## config.mk

```make
export PLATFORM = sky130hd
export DESIGN_NAME = bbx_back_flat
export DESIGN_NICKNAME = d
export VERILOG_FILES = /design/src/hw/rtl/box_blur_3x3_unit_defines.svh /design/src/hw/rtl/bbx_pkg.sv /design/src/hw/rtl/bbx_if.sv /design/src/hw/rtl/bbx_back.sv /design/src/flat_wrapper.sv
export SDC_FILE = /design/constraint.sdc
export NUM_CORES = 2
export LEC_CHECK = 0
export ABC_AREA = 1
export BUFFER_PORTS_ARGS = -buffer_cell sky130_fd_sc_hd__buf_4
export CORE_MARGIN = 2
export CORE_UTILIZATION = 25
export CTS_CLUSTER_SIZE = 30
export DETAILED_ROUTE_END_ITERATION = 8
export SYNTH_ARGS = -nofsm -noshare
export SYNTH_HDL_FRONTEND = slang
export SYNTH_SLANG_ARGS = --single-unit
```

## constraint.sdc

```tcl
create_clock -name clk_i -period 18.7 [get_ports clk_i]
set_clock_uncertainty 0.1 [all_clocks]
set_input_delay 3.74 -clock clk_i [delete_from_list [all_inputs] [get_ports clk_i]]
set_output_delay 3.74 -clock clk_i [all_outputs]
set_load 0.03 [all_outputs]
```

## src/hw/rtl/box_blur_3x3_unit_defines.svh

```systemverilog
// ----------------------------------------------------------------------------
// Box blur 3x3 assertion macros
// Shared assertion shorthands, clocked on clk_i and disabled while rst_ni is low.
// ----------------------------------------------------------------------------
`ifndef BOX_BLUR_3X3_UNIT_DEFINES_SVH
`define BOX_BLUR_3X3_UNIT_DEFINES_SVH

// The consequent must hold in the same cycle as the antecedent.
`define BBX_ASSERT_SAME(name, ante, cons, msg) \
  name: assert property (@(posedge clk_i) disable iff (!rst_ni) (ante) |-> (cons)) \
    else $error(msg);

// The consequent must hold in the cycle after the antecedent.
`define BBX_ASSERT_NEXT(name, ante, cons, msg) \
  name: assert property (@(posedge clk_i) disable iff (!rst_ni) (ante) |=> (cons)) \
    else $error(msg);

`endif

```

## src/hw/rtl/bbx_pkg.sv

```systemverilog
// ----------------------------------------------------------------------------
// Box blur package
// Widths, register indexes, job and status types, and the reciprocal table.
// ----------------------------------------------------------------------------
package bbx_pkg;

  localparam int MAX_WIDTH  = 1024;
  localparam int SLOT_W     = $clog2(MAX_WIDTH);
  localparam int CH_W       = 8;
  localparam int PIX_W      = 3 * CH_W;
  localparam int FW_W       = 11;
  localparam int FH_W       = 16;
  localparam int CFG_IDX_W  = 8;
  localparam int CFG_DATA_W = 16;

  localparam logic [CFG_IDX_W-1:0] CFG_FRAME_WIDTH  = CFG_IDX_W'(0);
  localparam logic [CFG_IDX_W-1:0] CFG_FRAME_HEIGHT = CFG_IDX_W'(1);

  localparam int SUM_W   = 12;
  localparam int CNT_W   = 4;
  localparam int NUM_W   = SUM_W + 1;
  localparam int RECIP_K = 20;
  localparam int RECIP_W = 20;
  localparam int PROD_W  = NUM_W + RECIP_W;

  localparam int JOB_DEPTH = 2;
  localparam int QPTR_W    = $clog2(JOB_DEPTH);
  localparam int QCNT_W    = QPTR_W + 1;

  // Result kinds: upper row with centre column c-1, upper row at row end,
  // last row with centre column c-1, last row at row end.
  localparam int KIND_UP_MID  = 0;
  localparam int KIND_UP_END  = 1;
  localparam int KIND_LOW_MID = 2;
  localparam int KIND_LOW_END = 3;
  localparam int NUM_KINDS    = 4;

  typedef struct packed {
    logic [8:0][PIX_W-1:0] win;
    logic [NUM_KINDS-1:0]  kinds;
    logic                  row_ge2;
    logic                  row_ge1;
    logic                  col_ge2;
    logic                  col_ge1;
  } bbx_job_t;

  typedef struct packed {
    logic full;
    logic empty;
  } bbx_qstat_t;

  // Reciprocal of twice the pixel count, scaled by 2**RECIP_K and rounded up.
  function automatic logic [RECIP_W-1:0] bbx_recip(input logic [CNT_W-1:0] cnt);
    logic [RECIP_W-1:0] m;
    unique case (cnt)
      CNT_W'(1): m = RECIP_W'(524288);
      CNT_W'(2): m = RECIP_W'(262144);
      CNT_W'(3): m = RECIP_W'(174763);
      CNT_W'(4): m = RECIP_W'(131072);
      CNT_W'(6): m = RECIP_W'(87382);
      CNT_W'(9): m = RECIP_W'(58255);
      default:   m = '0;
    endcase
    return m;
  endfunction

endpackage

```

## src/hw/rtl/bbx_if.sv

```systemverilog


interface bbx_out_if import bbx_pkg::*; ();
  logic            valid;
  logic            ready;
  logic [CH_W-1:0] red_out;
  logic [CH_W-1:0] green_out;
  logic [CH_W-1:0] blue_out;
  logic            run_last;
  logic            frame_done;

  modport source (output valid, output red_out, output green_out, output blue_out,
                  output run_last, output frame_done, input ready);
  modport sink (input valid, input red_out, input green_out, input blue_out,
                input run_last, input frame_done, output ready);
endinterface


```

## src/hw/rtl/bbx_back.sv

```systemverilog
// ----------------------------------------------------------------------------
// Box blur back end
// Expands each job into its results: window sum, rounded division, output.
// ----------------------------------------------------------------------------
module bbx_back import bbx_pkg::*; (
  input  logic       clk_i,
  input  logic       rst_ni,
  input  bbx_job_t   job_i,
  input  bbx_qstat_t qstat_i,
  output logic       pop_o,
  bbx_out_if.source  out_o
);

  typedef enum logic [3:0] {
    B_IDLE = 4'b0001,
    B_SUM  = 4'b0010,
    B_MUL  = 4'b0100,
    B_EMIT = 4'b1000
  } bbx_back_state_e;

  bbx_back_state_e          state_q, state_d;
  bbx_job_t                 job_q;
  logic [NUM_KINDS-1:0]     pend_q;
  logic [2:0][SUM_W-1:0]    sum_q;
  logic [2:0][SUM_W-1:0]    sum_d;
  logic [CNT_W-1:0]         cnt_q;
  logic [CNT_W-1:0]         cnt_d;
  logic                     last_q;
  logic                     done_q;
  logic [2:0][PROD_W-1:0]   prod_q;
  logic                     ovalid_q;
  logic [2:0][CH_W-1:0]     oval_q;
  logic                     olast_q;
  logic                     odone_q;

  logic [NUM_KINDS-1:0] sel;
  logic [2:0]           rows;
  logic [2:0]           cols;
  logic                 out_free;
  logic [2:0][CH_W-1:0] quot;

  assign out_free = !ovalid_q || out_o.ready;
  assign pop_o    = (state_q == B_IDLE) && !qstat_i.empty;

  always_comb begin
    sel = '0;
    priority if (pend_q[KIND_UP_MID]) begin
      sel[KIND_UP_MID] = 1'b1;
    end else if (pend_q[KIND_UP_END]) begin
      sel[KIND_UP_END] = 1'b1;
    end else if (pend_q[KIND_LOW_MID]) begin
      sel[KIND_LOW_MID] = 1'b1;
    end else begin
      sel[KIND_LOW_END] = 1'b1;
    end
  end

  always_comb begin
    if (sel[KIND_UP_MID] || sel[KIND_UP_END]) begin
      rows = {1'b1, 1'b1, job_q.row_ge2};
    end else begin
      rows = {1'b1, job_q.row_ge1, 1'b0};
    end
    if (sel[KIND_UP_END] || sel[KIND_LOW_END]) begin
      cols = {1'b1, job_q.col_ge1, 1'b0};
    end else begin
      cols = {1'b1, 1'b1, job_q.col_ge2};
    end
  end

  always_comb begin
    sum_d = '0;
    for (int ch = 0; ch < 3; ch++) begin
      for (int c = 0; c < 3; c++) begin
        for (int r = 0; r < 3; r++) begin
          if (rows[r] && cols[c]) begin
            sum_d[ch] = sum_d[ch] + SUM_W'(job_q.win[c*3 + r][ch*CH_W +: CH_W]);
          end
        end
      end
    end
    cnt_d = CNT_W'(CNT_W'($countones(rows)) * CNT_W'($countones(cols)));
  end

  always_comb begin
    for (int ch = 0; ch < 3; ch++) begin
      if (prod_q[ch][PROD_W-1:RECIP_K] > NUM_W'(255)) begin
        quot[ch] = CH_W'(255);
      end else begin
        quot[ch] = prod_q[ch][RECIP_K +: CH_W];
      end
    end
  end

  always_comb begin
    state_d = state_q;
    unique case (state_q)
      B_IDLE: begin
        if (!qstat_i.empty) begin
          state_d = B_SUM;
        end
      end
      B_SUM: state_d = B_MUL;
      B_MUL: state_d = B_EMIT;
      B_EMIT: begin
        if (out_free) begin
          state_d = (pend_q != '0) ? B_SUM : B_IDLE;
        end
      end
      default: state_d = B_IDLE;
    endcase
  end

  always_ff @(posedge clk_i) begin
    if (pop_o) begin
      job_q <= job_i;
    end
    if (state_q == B_SUM) begin
      sum_q  <= sum_d;
      cnt_q  <= cnt_d;
      last_q <= ((pend_q & ~sel) == '0);
      done_q <= sel[KIND_LOW_END];
    end
    if (state_q == B_MUL) begin
      for (int ch = 0; ch < 3; ch++) begin
        prod_q[ch] <= PROD_W'(({sum_q[ch], 1'b0} + NUM_W'(cnt_q)) * bbx_recip(cnt_q));
      end
    end
    if ((state_q == B_EMIT) && out_free) begin
      oval_q  <= quot;
      olast_q <= last_q;
      odone_q <= done_q;
    end
  end

  always_ff @(posedge clk_i or negedge rst_ni) begin
    if (!rst_ni) begin
      state_q  <= B_IDLE;
      pend_q   <= '0;
      ovalid_q <= 1'b0;
    end else begin
      state_q <= state_d;
      if (pop_o) begin
        pend_q <= job_i.kinds;
      end else if (state_q == B_SUM) begin
        pend_q <= pend_q & ~sel;
      end
      if ((state_q == B_EMIT) && out_free) begin
        ovalid_q <= 1'b1;
      end else if (out_o.ready) begin
        ovalid_q <= 1'b0;
      end
    end
  end

  assign out_o.valid      = ovalid_q;
  assign out_o.red_out    = oval_q[0];
  assign out_o.green_out  = oval_q[1];
  assign out_o.blue_out   = oval_q[2];
  assign out_o.run_last   = olast_q;
  assign out_o.frame_done = odone_q;

endmodule

```

## src/flat_wrapper.sv

```systemverilog
// flat-port wrapper written by rule: the top's interface ports become plain ports
module bbx_back_flat import bbx_pkg::*;
  (clk_i, rst_ni, job_i, qstat_i, pop_o, out_o_valid, out_o_red_out, out_o_green_out, out_o_blue_out, out_o_run_last, out_o_frame_done, out_o_ready);
  bbx_out_if out_o_i ();
  input  logic clk_i;
  input  logic rst_ni;
  input  bbx_job_t job_i;
  input  bbx_qstat_t qstat_i;
  output logic pop_o;
  output wire logic [$bits(out_o_i.valid)-1:0] out_o_valid;
  output wire logic [$bits(out_o_i.red_out)-1:0] out_o_red_out;
  output wire logic [$bits(out_o_i.green_out)-1:0] out_o_green_out;
  output wire logic [$bits(out_o_i.blue_out)-1:0] out_o_blue_out;
  output wire logic [$bits(out_o_i.run_last)-1:0] out_o_run_last;
  output wire logic [$bits(out_o_i.frame_done)-1:0] out_o_frame_done;
  input wire logic [$bits(out_o_i.ready)-1:0] out_o_ready;
  assign out_o_valid = out_o_i.valid;
  assign out_o_red_out = out_o_i.red_out;
  assign out_o_green_out = out_o_i.green_out;
  assign out_o_blue_out = out_o_i.blue_out;
  assign out_o_run_last = out_o_i.run_last;
  assign out_o_frame_done = out_o_i.frame_done;
  assign out_o_i.ready = out_o_ready;
  bbx_back u_core (.clk_i(clk_i), .rst_ni(rst_ni), .job_i(job_i), .qstat_i(qstat_i), .pop_o(pop_o), .out_o(out_o_i));
endmodule
```

==> flow_metrics.py <==
metrics = {
    "sta": {
        "clock.fmax_ghz": 0.08876,
        "slew_headroom_pct": 24.57,
        "fin_crit_sh_pct": 60.25,
        "setup_viol": 0,
        "hold_violations": 0,
        "fin_setup_tns_ns": 0,
        "rsz0062_at_grt": "no",
        "report.final.slew_viol_count": 0,
        "worst_pin_slew_ns": 1.132,
        "setup_slack_ns": 7.434,
        "period_minus_slack_ns": 11.27,
    },
    "synthesis": {
        "synth_cell_types": 60,
        "synthCells": 4714,
        "synth_top_area_share_pct": 25.90,
        "synthArstFlopShare_pct": 2.679,
        "ys.flop_type": "edfxtp_1",
        "synth.area.top_cells": "fa_1 26%, edfxtp_1 23%, ha_1 14%",
        "synth_edf_count": 327,
        "ys_seq_area_share_pct": 23.94,
        "yosysWarnings": 0,
        "syn_area_um2": 41970,
        "syn_avg_cell_area_um2": 8.903,
        "synth_area_leader_cell": "fa_1",
        "ys_seq_elements": 336,
    },
    "routing": {
        "drtPass1Iterations": 5,
        "wl_per_cell_um": 15.80,
        "drt_iter0_markers": 1708,
        "dr_total_vias": 31387,
        "drt_wl_total_um": 114200,
        "via_per_inst": 4.342,
        "drc_errors": 0,
        "antenna_left": 0,
    },
    "cells_and_area": {
        "fillCellCount": 17608,
        "drive_gt1_share_pct": 8.800,
        "regArea_um2": 10050,
        "syn_to_final_growth_pct": 14.41,
        "layout_commonest_cell": "inv_1",
        "layout.nets": 6244,
        "final_cell_mix": "1063 x inv_1, 686 x nand2_1, 543 x fa_1",
        "multi_input_area_um2": 27770,
    },
    "die": {
        "start_util_pct": 25.13,
        "die_area_um2": 171200,
        "core-area_um2": 167000,
        "rows": 150,
        "pin_count": 257,
        "dieWidth_um": 413.7,
        "die_h_um": 413.7,
    },
    "placement": {
        "place_ws_ns": 7.233,
        "gp_congestion": 0.8972,
        "place.port_buffers": 255,
        "detailed_place_hpwl_um": 96800,
    },
    "clock_network": {
        "cts.reportedPaths.clkPinSlew_ns": 0.06,
        "cts_tree": "yes",
        "htreeDepth": 2,
        "cts-buffers-inserted": 40,
        "cts_resized": 0,
        "clock_path_buffers": 3,
        "clk_latency_ns": 0.59,
        "cts_setup_buffers": 0,
        "root_buffer": "clkbuf_16",
        "ctsHoldBuffers": 0,
        "cts.sinks": 336,
    },
    "setup_path": {
        "worst_path_max_delay_cell": "o21ai_0",
        "cp_common_cell": "inv_1",
        "reg2regPathDepth": 42,
        "required_ns": 18.94,
        "timing.rr.end": "u_core.sum_q[10]",
        "cp_data_arrival_time_ns": 11.51,
        "path_max_fanout": 38,
        "cp-start-kind": "flip-flop",
        "rrSetupSlack_ns": 7.43,
        "slowest_delay_ns": 0.80,
        "endpoint": "u_core.sum_q[10]",
        "crit_type": "reg -> reg",
        "end_kind": "flip-flop",
        "r2r-start": "u_core.pend_q[0]",
        "startpoint": "u_core.pend_q[0]",
    },
    "run_status": {
        "status": "completed",
    },
    "global_route": {
        "antenna_found_initial": 7,
        "grt_pass1_wl_um": 179500,
        "grt_max_degree": 170,
        "track_usage_pct": 13.47,
        "overflow": 0,
        "grt_pass1_vias": 32506,
    },
    "job": {
        "maxCapViolations": 0,
    },
    "hold_path": {
        "hp-class": "reg -> reg",
    },
}
## worst min-delay path by stage
| stage | startpoint | end | slack (ns) | depth (start not counted) |
|---|---|---|---|---|
| 2_1_floorplan | u_core.done_q | u_core.out_o.frame_done | 0.30 | 0 |
| 3_3_place_gp | u_core.done_q | u_core.out_o.frame_done | 0.31 | 0 |
| 3_5_place_dp | u_core.done_q | u_core.out_o.frame_done | 0.31 | 0 |
| 4_1_cts | u_core.done_q | u_core.out_o.frame_done | 0.32 | 0 |
| 5_1_grt | u_core.done_q | u_core.out_o.frame_done | 0.33 | 0 |
| 6_report | u_core.done_q | u_core.out_o.frame_done | 0.33 | 0 |
## cell families (layout without fill, tap and decap cells)
logic type / count (synthesis) / count (layout) / share of synthesized area [%]
and+or+nand+nor: 1487 / 1487 / 14.92
buffers and inverters: 1139 / 1431 / 10.20
adders and majority gates: 1024 / 1024 / 40.23
AOI/OAI and AO/OA: 576 / 576 / 7.554
DFF: 336 / 336 / 23.94
xor gates and xnor gates: 150 / 150 / 3.130
other: 2 / 20 / 0.01789
## routing by layer
layer | global-route usage (%) | vias to the layer above | share of wire, %
li1 | - | 15427 | -
met1 | 17.27 | 15109 | 44
met2 | 23.50 | 701 | 48
met3 | 1.534 | 150 | 4.2
met4 | 4.379 | 0 | 3.4
met5 | 0 | - | 0
## flip-flops by register name, indices dropped and copies added, names as in the netlist
register,cells
u_core.pend_q,4
u_core.last_q,1
u_core.out_o.frame_done,1
u_core.cnt_q,4
u_core.out_o.blue_out,8
u_core.done_q,1
u_core.out_o.red_out,8
u_core.sum_q,36
u_core.state_q,4
u_core.out_o.green_out,8
u_core.job_q,220
u_core.out_o.run_last,1
u_core.prod_q,39
u_core.out_o.valid,1
## worst max-delay path, delay by kind of cell, from the launching register on
kind,cells,cell delay [ns]
AND/OR/NAND/NOR,13,2.63
adder cells (fa/ha/maj),9,3.78
buffers and inverters,9,1.53
AO/OA/AOI/OAI,9,2.21
flip-flops,1,0.39
XOR/XNOR,2,0.31
## stage by stage
step           cells  hold slack, ns  area (um2)  util [%]
6_report        7228          0.3254       48020     28.75
5_1_grt         7227          0.3250       48020     28.75
4_1_cts         7227          0.3231       48020     28.75
3_3_place_gp    7154          0.3081       46720     27.97
3_5_place_dp    7154          0.3098       46720     27.97
2_1_floorplan   4731          0.3003       42030         -
## synth_stat cells (all sizes together), types with 8 or more instances
master,count
a211oi,11
a21o,14
a21oi,263
a31oi,20
and2,10
buf,12
clkbuf,46
dfrtp,8
edfxtp,327
fa,543
ha,480
inv,1076
nand2,714
nand3,136
nand3b,14
nand4,28
nor2,515
nor3,36
o211ai,8
o21ai,199
o21bai,15
o221ai,9
o31ai,12
or2,24
xnor2,52
xor2,98
## layout make-up
type / count / share of cell area, %
multi-input combinational: 3256 / 57.83
sequential: 336 / 20.92
inverter: 1081 / 8.455
tap: 2204 / 5.743
timing repair buffer: 277 / 4.357
clock buffer: 45 / 2.168
clock inverter: 28 / 0.5237
antenna: 1 / 0.005211
Power is not shown: default switching activity piles up to over one toggle a cycle in this logic, so the estimate is an artifact.
